===== src/sv/ffesa_pkg.sv =====
// Shared types and codes of the first-fit exclusion station assigner.
package ffesa_pkg;

    typedef enum logic [1:0] {
        ACT_ADD    = 2'd0,
        ACT_ASSIGN = 2'd1,
        ACT_CLEAR  = 2'd2,
        ACT_NOP    = 2'd3
    } t_action;

    typedef enum logic [1:0] {
        STAT_OK         = 2'd0,
        STAT_FULL       = 2'd1,
        STAT_NO_STATION = 2'd2,
        STAT_ASSIGNED   = 2'd3
    } t_status;

    typedef enum logic [2:0] {
        S_INIT,
        S_IDLE,
        S_EXEC,
        S_SCAN,
        S_DRAIN,
        S_PICK,
        S_CLEAR,
        S_FIN
    } t_state;

endpackage


===== src/sv/ffesa_ram.sv =====
// Generic single-port-write, single-port-read RAM with registered read data.
module ffesa_ram #(
    parameter int WIDTH = 8,
    parameter int DEPTH = 256
) (
    input  logic                                   i_clk,
    input  logic                                   i_we,
    input  logic [((DEPTH > 1) ? $clog2(DEPTH) : 1)-1:0] i_waddr,
    input  logic [WIDTH-1:0]                       i_wdata,
    input  logic [((DEPTH > 1) ? $clog2(DEPTH) : 1)-1:0] i_raddr,
    output logic [WIDTH-1:0]                       o_rdata
);

    logic [WIDTH-1:0] r_mem [DEPTH];
    logic [WIDTH-1:0] r_rdata;

    always_ff @(posedge i_clk) begin
        if (i_we) begin
            r_mem[i_waddr] <= i_wdata;
        end
        r_rdata <= r_mem[i_raddr];
    end

    assign o_rdata = r_rdata;

endmodule


===== src/sv/ffesa_cell.sv =====
// One exclusion-pair cell of the rotating pair ring, with its match logic.
module ffesa_cell #(
    parameter int IW = 8
) (
    input  logic          i_clk,
    input  logic          i_load,
    input  logic          i_shift,
    input  logic [IW-1:0] i_new_a,
    input  logic [IW-1:0] i_new_b,
    input  logic [IW-1:0] i_prev_a,
    input  logic [IW-1:0] i_prev_b,
    input  logic [IW-1:0] i_query,
    output logic [IW-1:0] o_a,
    output logic [IW-1:0] o_b,
    output logic          o_hit,
    output logic [IW-1:0] o_other
);

    logic [IW-1:0] r_a;
    logic [IW-1:0] r_b;

    always_ff @(posedge i_clk) begin
        if (i_load) begin
            r_a <= i_new_a;
            r_b <= i_new_b;
        end else if (i_shift) begin
            r_a <= i_prev_a;
            r_b <= i_prev_b;
        end
    end

    assign o_a     = r_a;
    assign o_b     = r_b;
    assign o_hit   = (r_a == i_query) || (r_b == i_query);
    // self pair: other equals the query, which is never assigned during its scan
    assign o_other = (r_a == i_query) ? r_b : r_a;

endmodule


===== src/sv/first_fit_exclusion_station_assign.sv =====
// Top level: greedy first-fit station assignment under pairwise exclusions.
//
//  channel | direction | handshake                  | payload
//  --------+-----------+----------------------------+----------------------------------------
//  in      | in        | i_in_valid / o_in_ready    | i_action, i_op_a, i_op_b
//  out     | out       | o_out_valid / i_out_ready  | o_status, o_station, o_opened_new,
//          |           |                            | o_stations_used
//
// Add and no-op items go through EXEC and FIN back to ready; a new assign also passes
// SCAN, DRAIN and PICK, the pair ring rotating one cell past the compare per cycle.
// Clear items and reset sweep the station table, OPERATION_IDS entries (at most 256);
// no item is taken during the sweep.
// A waiting result holds the block in its final state until the out transfer.
module first_fit_exclusion_station_assign #(
    parameter int MAX_EXCLUSIONS = 64,
    parameter int MAX_STATIONS   = 16,
    parameter int OPERATION_IDS  = 256
) (
    input  logic       i_clk,
    input  logic       i_rst_n,
    input  logic       i_in_valid,
    output logic       o_in_ready,
    input  logic [1:0] i_action,
    input  logic [7:0] i_op_a,
    input  logic [7:0] i_op_b,
    output logic       o_out_valid,
    input  logic       i_out_ready,
    output logic [1:0] o_status,
    output logic [3:0] o_station,
    output logic       o_opened_new,
    output logic [4:0] o_stations_used
);

    import ffesa_pkg::*;

    localparam int NID = (OPERATION_IDS < 256) ? OPERATION_IDS : 256;
    localparam int IW  = $clog2(NID);
    localparam int SW  = (MAX_STATIONS > 1) ? $clog2(MAX_STATIONS) : 1;
    localparam int CW  = $clog2(MAX_STATIONS + 1);
    localparam int EW  = $clog2(MAX_EXCLUSIONS + 1);
    localparam int EIW = (MAX_EXCLUSIONS > 1) ? $clog2(MAX_EXCLUSIONS) : 1;
    localparam int MW  = SW + 1;

    t_state                  r_state, n_state;
    t_action                 r_action, n_action;
    logic [IW-1:0]           r_a, n_a;
    logic [IW-1:0]           r_b, n_b;
    logic [EW-1:0]           r_excl_count, n_excl_count;
    logic [CW-1:0]           r_st_count, n_st_count;
    logic [EIW-1:0]          r_pos, n_pos;
    logic                    r_look, n_look;
    logic [MAX_STATIONS-1:0] r_blocked, n_blocked;
    logic [IW-1:0]           r_clr_idx, n_clr_idx;
    t_status                 r_res_status, n_res_status;
    logic [3:0]              r_res_station, n_res_station;
    logic                    r_res_opened, n_res_opened;
    logic                    r_out_valid;
    logic [1:0]              r_out_status;
    logic [3:0]              r_out_station;
    logic                    r_out_opened;
    logic [4:0]              r_out_used;

    logic [IW-1:0] w_mod_tab [256];
    logic [IW-1:0] w_in_a;
    logic [IW-1:0] w_in_b;

    logic                      w_add_wr;
    logic                      w_shift;
    logic [MAX_EXCLUSIONS-1:0] w_load;
    logic [IW-1:0]             w_cell_a [MAX_EXCLUSIONS];
    logic [IW-1:0]             w_cell_b [MAX_EXCLUSIONS];
    logic                      w_exit_hit;
    logic [IW-1:0]             w_exit_other;
    logic                      w_scan_valid;

    logic          w_ram_we;
    logic [IW-1:0] w_ram_waddr;
    logic [MW-1:0] w_ram_wdata;
    logic [IW-1:0] w_ram_raddr;
    logic [MW-1:0] w_rdata;
    logic          w_rd_valid;
    logic [SW-1:0] w_rd_station;

    logic          w_found;
    logic [SW-1:0] w_first;
    logic          w_out_load;

    // id reduction modulo the id space
    for (genvar g = 0; g < 256; g++) begin : g_mod
        localparam int ModVal = g % NID;
        assign w_mod_tab[g] = IW'(ModVal);
    end

    assign w_in_a = w_mod_tab[i_op_a];
    assign w_in_b = w_mod_tab[i_op_b];

    // pair ring
    assign w_shift = (r_state == S_SCAN);

    for (genvar k = 0; k < MAX_EXCLUSIONS; k++) begin : g_cell
        localparam int Prev = (k == 0) ? MAX_EXCLUSIONS - 1 : k - 1;
        assign w_load[k] = w_add_wr && (r_excl_count[EIW-1:0] == EIW'(k));
        if (k == MAX_EXCLUSIONS - 1) begin : g_exit
            ffesa_cell #(.IW(IW)) u_cell (
                .i_clk    (i_clk),
                .i_load   (w_load[k]),
                .i_shift  (w_shift),
                .i_new_a  (r_a),
                .i_new_b  (r_b),
                .i_prev_a (w_cell_a[Prev]),
                .i_prev_b (w_cell_b[Prev]),
                .i_query  (r_a),
                .o_a      (w_cell_a[k]),
                .o_b      (w_cell_b[k]),
                .o_hit    (w_exit_hit),
                .o_other  (w_exit_other)
            );
        end else begin : g_mid
            ffesa_cell #(.IW(IW)) u_cell (
                .i_clk    (i_clk),
                .i_load   (w_load[k]),
                .i_shift  (w_shift),
                .i_new_a  (r_a),
                .i_new_b  (r_b),
                .i_prev_a (w_cell_a[Prev]),
                .i_prev_b (w_cell_b[Prev]),
                .i_query  (r_a),
                .o_a      (w_cell_a[k]),
                .o_b      (w_cell_b[k]),
                .o_hit    (),
                .o_other  ()
            );
        end
    end

    // exit cell holds original entry r_pos
    assign w_scan_valid = (EW'(r_pos) < r_excl_count);

    // station of each operation: {valid, station}
    ffesa_ram #(.WIDTH(MW), .DEPTH(NID)) u_station_ram (
        .i_clk   (i_clk),
        .i_we    (w_ram_we),
        .i_waddr (w_ram_waddr),
        .i_wdata (w_ram_wdata),
        .i_raddr (w_ram_raddr),
        .o_rdata (w_rdata)
    );

    assign w_rd_valid   = w_rdata[MW-1];
    assign w_rd_station = w_rdata[SW-1:0];

    // first open unblocked station
    always_comb begin
        w_found = 1'b0;
        w_first = '0;
        for (int s = 0; s < MAX_STATIONS; s++) begin
            if (!w_found && !r_blocked[s] && (CW'(s) < r_st_count)) begin
                w_found = 1'b1;
                w_first = SW'(s);
            end
        end
    end

    always_comb begin
        n_state       = r_state;
        n_action      = r_action;
        n_a           = r_a;
        n_b           = r_b;
        n_excl_count  = r_excl_count;
        n_st_count    = r_st_count;
        n_pos         = r_pos;
        n_look        = r_look;
        n_blocked     = r_blocked;
        n_clr_idx     = r_clr_idx;
        n_res_status  = r_res_status;
        n_res_station = r_res_station;
        n_res_opened  = r_res_opened;
        o_in_ready    = 1'b0;
        w_add_wr      = 1'b0;
        w_out_load    = 1'b0;
        w_ram_we      = 1'b0;
        w_ram_waddr   = r_a;
        w_ram_wdata   = '0;
        w_ram_raddr   = r_a;

        unique case (r_state)
            S_INIT, S_CLEAR: begin
                w_ram_we    = 1'b1;
                w_ram_waddr = r_clr_idx;
                n_clr_idx   = r_clr_idx + 1'b1;
                if (r_clr_idx == IW'(NID - 1)) begin
                    n_clr_idx = '0;
                    n_state   = (r_state == S_INIT) ? S_IDLE : S_FIN;
                end
            end
            S_IDLE: begin
                o_in_ready  = 1'b1;
                w_ram_raddr = w_in_a;
                if (i_in_valid) begin
                    n_action = t_action'(i_action);
                    n_a      = w_in_a;
                    n_b      = w_in_b;
                    n_state  = S_EXEC;
                end
            end
            S_EXEC: begin
                n_res_status  = STAT_OK;
                n_res_station = '0;
                n_res_opened  = 1'b0;
                n_state       = S_FIN;
                unique case (r_action)
                    ACT_ADD: begin
                        if (r_excl_count == EW'(MAX_EXCLUSIONS)) begin
                            n_res_status = STAT_FULL;
                        end else begin
                            w_add_wr     = 1'b1;
                            n_excl_count = r_excl_count + 1'b1;
                        end
                    end
                    ACT_ASSIGN: begin
                        if (w_rd_valid) begin
                            n_res_status  = STAT_ASSIGNED;
                            n_res_station = 4'(w_rd_station);
                        end else begin
                            n_blocked = '0;
                            n_pos     = EIW'(MAX_EXCLUSIONS - 1);
                            n_look    = 1'b0;
                            n_state   = S_SCAN;
                        end
                    end
                    ACT_CLEAR: begin
                        n_excl_count = '0;
                        n_st_count   = '0;
                        n_clr_idx    = '0;
                        n_state      = S_CLEAR;
                    end
                    ACT_NOP: begin
                    end
                endcase
            end
            S_SCAN: begin
                w_ram_raddr = w_exit_other;
                n_look      = w_exit_hit && w_scan_valid;
                if (r_look && w_rd_valid && (w_rd_station < MAX_STATIONS)) begin
                    n_blocked[w_rd_station] = 1'b1;
                end
                n_pos = r_pos - 1'b1;
                if (r_pos == '0) begin
                    n_state = S_DRAIN;
                end
            end
            S_DRAIN: begin
                if (r_look && w_rd_valid && (w_rd_station < MAX_STATIONS)) begin
                    n_blocked[w_rd_station] = 1'b1;
                end
                n_look  = 1'b0;
                n_state = S_PICK;
            end
            S_PICK: begin
                n_state = S_FIN;
                if (w_found) begin
                    w_ram_we      = 1'b1;
                    w_ram_wdata   = {1'b1, w_first};
                    n_res_station = 4'(w_first);
                end else if (r_st_count < CW'(MAX_STATIONS)) begin
                    w_ram_we      = 1'b1;
                    w_ram_wdata   = {1'b1, SW'(r_st_count)};
                    n_res_station = 4'(r_st_count);
                    n_res_opened  = 1'b1;
                    n_st_count    = r_st_count + 1'b1;
                end else begin
                    n_res_status = STAT_NO_STATION;
                end
            end
            S_FIN: begin
                if (!r_out_valid || i_out_ready) begin
                    w_out_load = 1'b1;
                    n_state    = S_IDLE;
                end
            end
        endcase
    end

    always_ff @(posedge i_clk) begin
        if (!i_rst_n) begin
            r_state      <= S_INIT;
            r_clr_idx    <= '0;
            r_excl_count <= '0;
            r_st_count   <= '0;
            r_look       <= 1'b0;
            r_out_valid  <= 1'b0;
        end else begin
            r_state      <= n_state;
            r_clr_idx    <= n_clr_idx;
            r_excl_count <= n_excl_count;
            r_st_count   <= n_st_count;
            r_look       <= n_look;
            if (w_out_load) begin
                r_out_valid <= 1'b1;
            end else if (i_out_ready) begin
                r_out_valid <= 1'b0;
            end
        end
    end

    always_ff @(posedge i_clk) begin
        r_action      <= n_action;
        r_a           <= n_a;
        r_b           <= n_b;
        r_pos         <= n_pos;
        r_blocked     <= n_blocked;
        r_res_status  <= n_res_status;
        r_res_station <= n_res_station;
        r_res_opened  <= n_res_opened;
        if (w_out_load) begin
            r_out_status  <= r_res_status;
            r_out_station <= r_res_station;
            r_out_opened  <= r_res_opened;
            r_out_used    <= 5'(r_st_count);
        end
    end

    assign o_out_valid     = r_out_valid;
    assign o_status        = r_out_status;
    assign o_station       = r_out_station;
    assign o_opened_new    = r_out_opened;
    assign o_stations_used = r_out_used;

endmodule


===== config.mk =====
export PLATFORM = sky130hd
export DESIGN_NAME = first_fit_exclusion_station_assign
export DESIGN_NICKNAME = d
export VERILOG_FILES = /design/src/sv/ffesa_pkg.sv /design/src/sv/ffesa_ram.sv /design/src/sv/ffesa_cell.sv /design/src/sv/first_fit_exclusion_station_assign.sv
export SDC_FILE = /design/constraint.sdc
export NUM_CORES = 2
export LEC_CHECK = 0
export ABC_AREA = 1
export BUFFER_PORTS_ARGS = -buffer_cell sky130_fd_sc_hd__buf_2
export CORE_ASPECT_RATIO = 0.75
export CORE_UTILIZATION = 59
export DETAILED_ROUTE_END_ITERATION = 12
export PLACE_DENSITY_LB_ADDON = 0.3
export SLEW_MARGIN = 20
export SYNTH_ARGS = -nofsm -noshare
export SYNTH_HDL_FRONTEND = slang
export SYNTH_SLANG_ARGS = --single-unit

===== constraint.sdc =====
create_clock -name i_clk -period 10.4 [get_ports i_clk]
set_clock_uncertainty 0.05 [all_clocks]
set_input_delay 1.56 -clock i_clk [delete_from_list [all_inputs] [get_ports i_clk]]
set_output_delay 1.56 -clock i_clk [all_outputs]
set_load 0.005 [all_outputs]

==> impl_results.md <==
* Final min period at 6.94 ns
* Die X at 485 um
* Clk_lat worst skew at 0.86 ns
* Cell Int Power at 16.8 mW
* CTS Buffer Depth at 3
* Reg power frac at 44.6%
* Initial antenna violation count at 5
* Share of cells above drive strength 1 at 6.17%
* Clock group share of total power at 30.7%
* HPWL after detailed placement at 147000 um
* First-pass GRT wire length at 397000 um
* 1st-iter DRT viols at 10549
* Fmax at 144 MHz
* Final Max Tran Viols at 0
* Sequential fraction of the synthesis area at 69.2%
* Fill count at 12969
* Outcome: finished clean
* Final ANT Viol Nets at 0
* Starting density of the core at 59.6%
* Kind of critical path: flop to flop
* Die H at 365 um
* Asr flop ratio synth at 0%
* Switch Pwr at 8.52 mW
* DRT Pass-1 Iters at 6
* EDFF count, synth at 2363
* Critical Path End Type: flop
* Post-CTS Setup Inserts at 0
* CTS buffer count at 217
* #FFs+latches synth at 2393
* Sw Share at 33.7%
* Yosys cell types at 50
* Slew @ Worst Pin at 1.19 ns
* Max-slew headroom at 20.4%
* CTS tree: done
* Final GP Congestion at 0.927
* Nets at 9092
* Synthesized net count at 9415
* Min-delay src: r_res_station[3]$_DFFE_PP_
* Clock sink total at 2393
* Row count at 132
* RSZ-0062 raised after global routing: no
* Vias at 70041
* Ys flop type: edfxtp_1
* Synth Cell Area at 103000 um2
* Root Driver: clkbuf_16
* Crit-path max FO at 243
* GRT Overall Usage at 29.3%
* Total core area at 173000 um2
* IO Port Bufs at 35
* Mean Syn Cell Area at 11.0 um2
* Clock Pin Slew Worst Setup and Hold Paths at 0.07 ns
* Die area at 177000 um2
* Total grt overflow at 0
* Final Setup Violations at 0
* Combinational Power Share at 24.7%
* Syn-to-layout area delta at 7.71%
* Max cap viols at 0
* Drt wl/cell at 22.5 um
* Vias in the first global route at 65809
* Total Routed Length at 259000 um
* Finished Core Util at 64.2%
* Yosys warns at 0
* Leakage power at 42.1 nW
* Worst R2R Setup Slack at 3.46 ns
* Largest net degree at the start of global routing at 244
* Worst hold-check path type: flop to flop
* Post-CTS resize count at 0
* Via density at 6.08
* # DRC at 0
* WP data required at 11.10 ns
* I/O pins at 36
* Final hold vios at 0
* Crit path DAT at 7.63 ns
* R2r startpoint: r_a[7]$_DFFE_PP_
* H-tree Lvls at 4
* Mapped Cells at 9377
* Final setup TNS at 0 ns
* # hold bufs at CTS at 0
* Pwr per Cell Area at 227 nW/um2
* VDD IR max at 0.297 mV
* Period utilisation layout at 66.7%
* Worst Setup Start Kind: flop
* CP Launch Point: r_a[7]$_DFFE_PP_
stage by stage:
stage / total power, mW / hold slack, ns / instance area, um2 / cells / worst slack [ns]
final: 25.3 / 0.374 / 111000 / 11521 / 3.46
after global routing: 26.2 / 0.381 / 111000 / 11518 / 3.24
after CTS: 25.2 / 0.371 / 111000 / 11511 / 3.82
after detailed placement: 17.5 / 0.355 / 105000 / 11108 / 3.85
after global placement: 17.4 / 0.358 / 105000 / 11108 / 4.05
after floorplan: 15.5 / 0.350 / 103000 / 9377 / 1.30
placed cells by master, fill, tap and decap left out, types with 16 or more instances in the layout:
cell and instances:
buf_4 79, nand3_1 1160, o21ai_0 1080, clkinv_2 41
inv_2 18, dfxtp_1 30, buf_2 35, nor2_1 290
clkbuf_1 49, nor2_2 84, ha_1 16, a21oi_1 31
inv_1 774, edfxtp_1 2363, nand4_1 24, nand2_1 2298
clkinv_1 62, nand3b_1 361, clkbuf_16 219, o211ai_1 74
worst max-delay path, cell delays in order, from the launching register on:
cell,delay [ns]
edfxtp_1,0.46
inv_2,0.07
buf_4,0.64
nand2_1,0.13
nand2_1,0.09
nand2_1,0.08
nor2_1,0.15
nand2_1,0.23
nand2_1,0.17
nand3_4,0.49
nand2_4,0.36
buf_4,0.74
buf_4,0.79
buf_12,0.70
nand2_1,0.14
nand3_1,0.12
nand3_1,0.10
nand3_1,0.15
nand3_1,0.14
nand3_1,0.15
nand3_1,0.17
nand3_1,0.14
nand2_1,0.07
worst paths after layout:
path,to,cells after the start
setup / recovery,u_station_ram.o_rdata[1]$_DFF_P_,22
hold / removal,o_station[3]$_DFFE_PP_,0
setup reg to reg,u_station_ram.o_rdata[1]$_DFF_P_,22
hold reg to reg,o_station[3]$_DFFE_PP_,0
power by group through the flow:
stage	sequential, mW	clock [mW]	combinational (mW)
after global placement	11.5	0	5.93
after floorplan	11.4	0	4.04
after detailed placement	11.5	0	6.02
after CTS	11.3	7.82	6.05
after global routing	11.3	8.20	6.69
final	11.3	7.76	6.25
synthesized netlist by cell type, drive strengths merged (3+ instances only):
master  instances  share of area, %
nor3           11             0.053
nand3        1162               5.6
nand2        2314               8.6
clkbuf        527               1.9
nand3b        361               2.6
ha             16              0.19
nor4            3             0.018
a211oi          6             0.044
xnor2          11             0.093
a21oi          32              0.15
o21ai        1089               5.3
dfxtp          30              0.58
o211ai         74              0.54
inv           788               2.9
a31oi           5             0.030
edfxtp       2363                69
a22oi           4             0.029
clkinv         15             0.059
nor2          380               1.6
buf           142              0.79
nand4          26              0.17
layout make-up:
class | count | area [um2] | area share, %
Sequential cell | 2393 | 71600 | 64.3
Multi-Input combinational cell | 5512 | 26100 | 23.5
Clock buffer | 273 | 5730 | 5.15
Inverter | 803 | 3050 | 2.74
Tap cell | 2278 | 2850 | 2.56
Clock inverter | 130 | 1030 | 0.922
Timing Repair Buffer | 127 | 1000 | 0.899
Antenna cell | 5 | 12.5 | 0.0112
state kept, by name, summed over array words and instances (netlist names), 3 cells and up:
register and count:
g_cell.g_exit.u_cell.o_a 8, o_stations_used 5, r_clr_idx 8, u_station_ram.o_rdata 5, u_station_ram.r_mem 1280, r_pos 6, r_a 8, g_cell.g_exit.u_cell.o_b 8
r_blocked 16, g_cell.g_mid.u_cell.o_b 504, r_res_station 4, o_station 4, g_cell.g_mid.u_cell.o_a 504, r_st_count 5, r_excl_count 7, r_b 8
r_state 3
routing by layer:
layer / vias to the layer above / global-route usage (%) / wire length, um
met5: - / 0 / 66
met2: 4141 / 40.6 / 107000
met4: 4 / 7.96 / 6880
met1: 33683 / 45.2 / 112000
li1: 31700 / - / -
met3: 513 / 8.26 / 33800
kinds of logic (layout without fill, tap and decap cells):
family,Yosys count,in the layout,share of synthesized area [%]
adders and majority gates,16,16,0.194
AOI/OAI and AO/OA,1221,1221,6.17
xor gates and xnor gates,12,12,0.102
other,0,5,0
and+or+nand+nor,4263,4263,18.7
DFF,2393,2393,69.2
buffers and inverters,1472,1333,5.62
No activity file was read; power rests on OpenSTA's default activity.
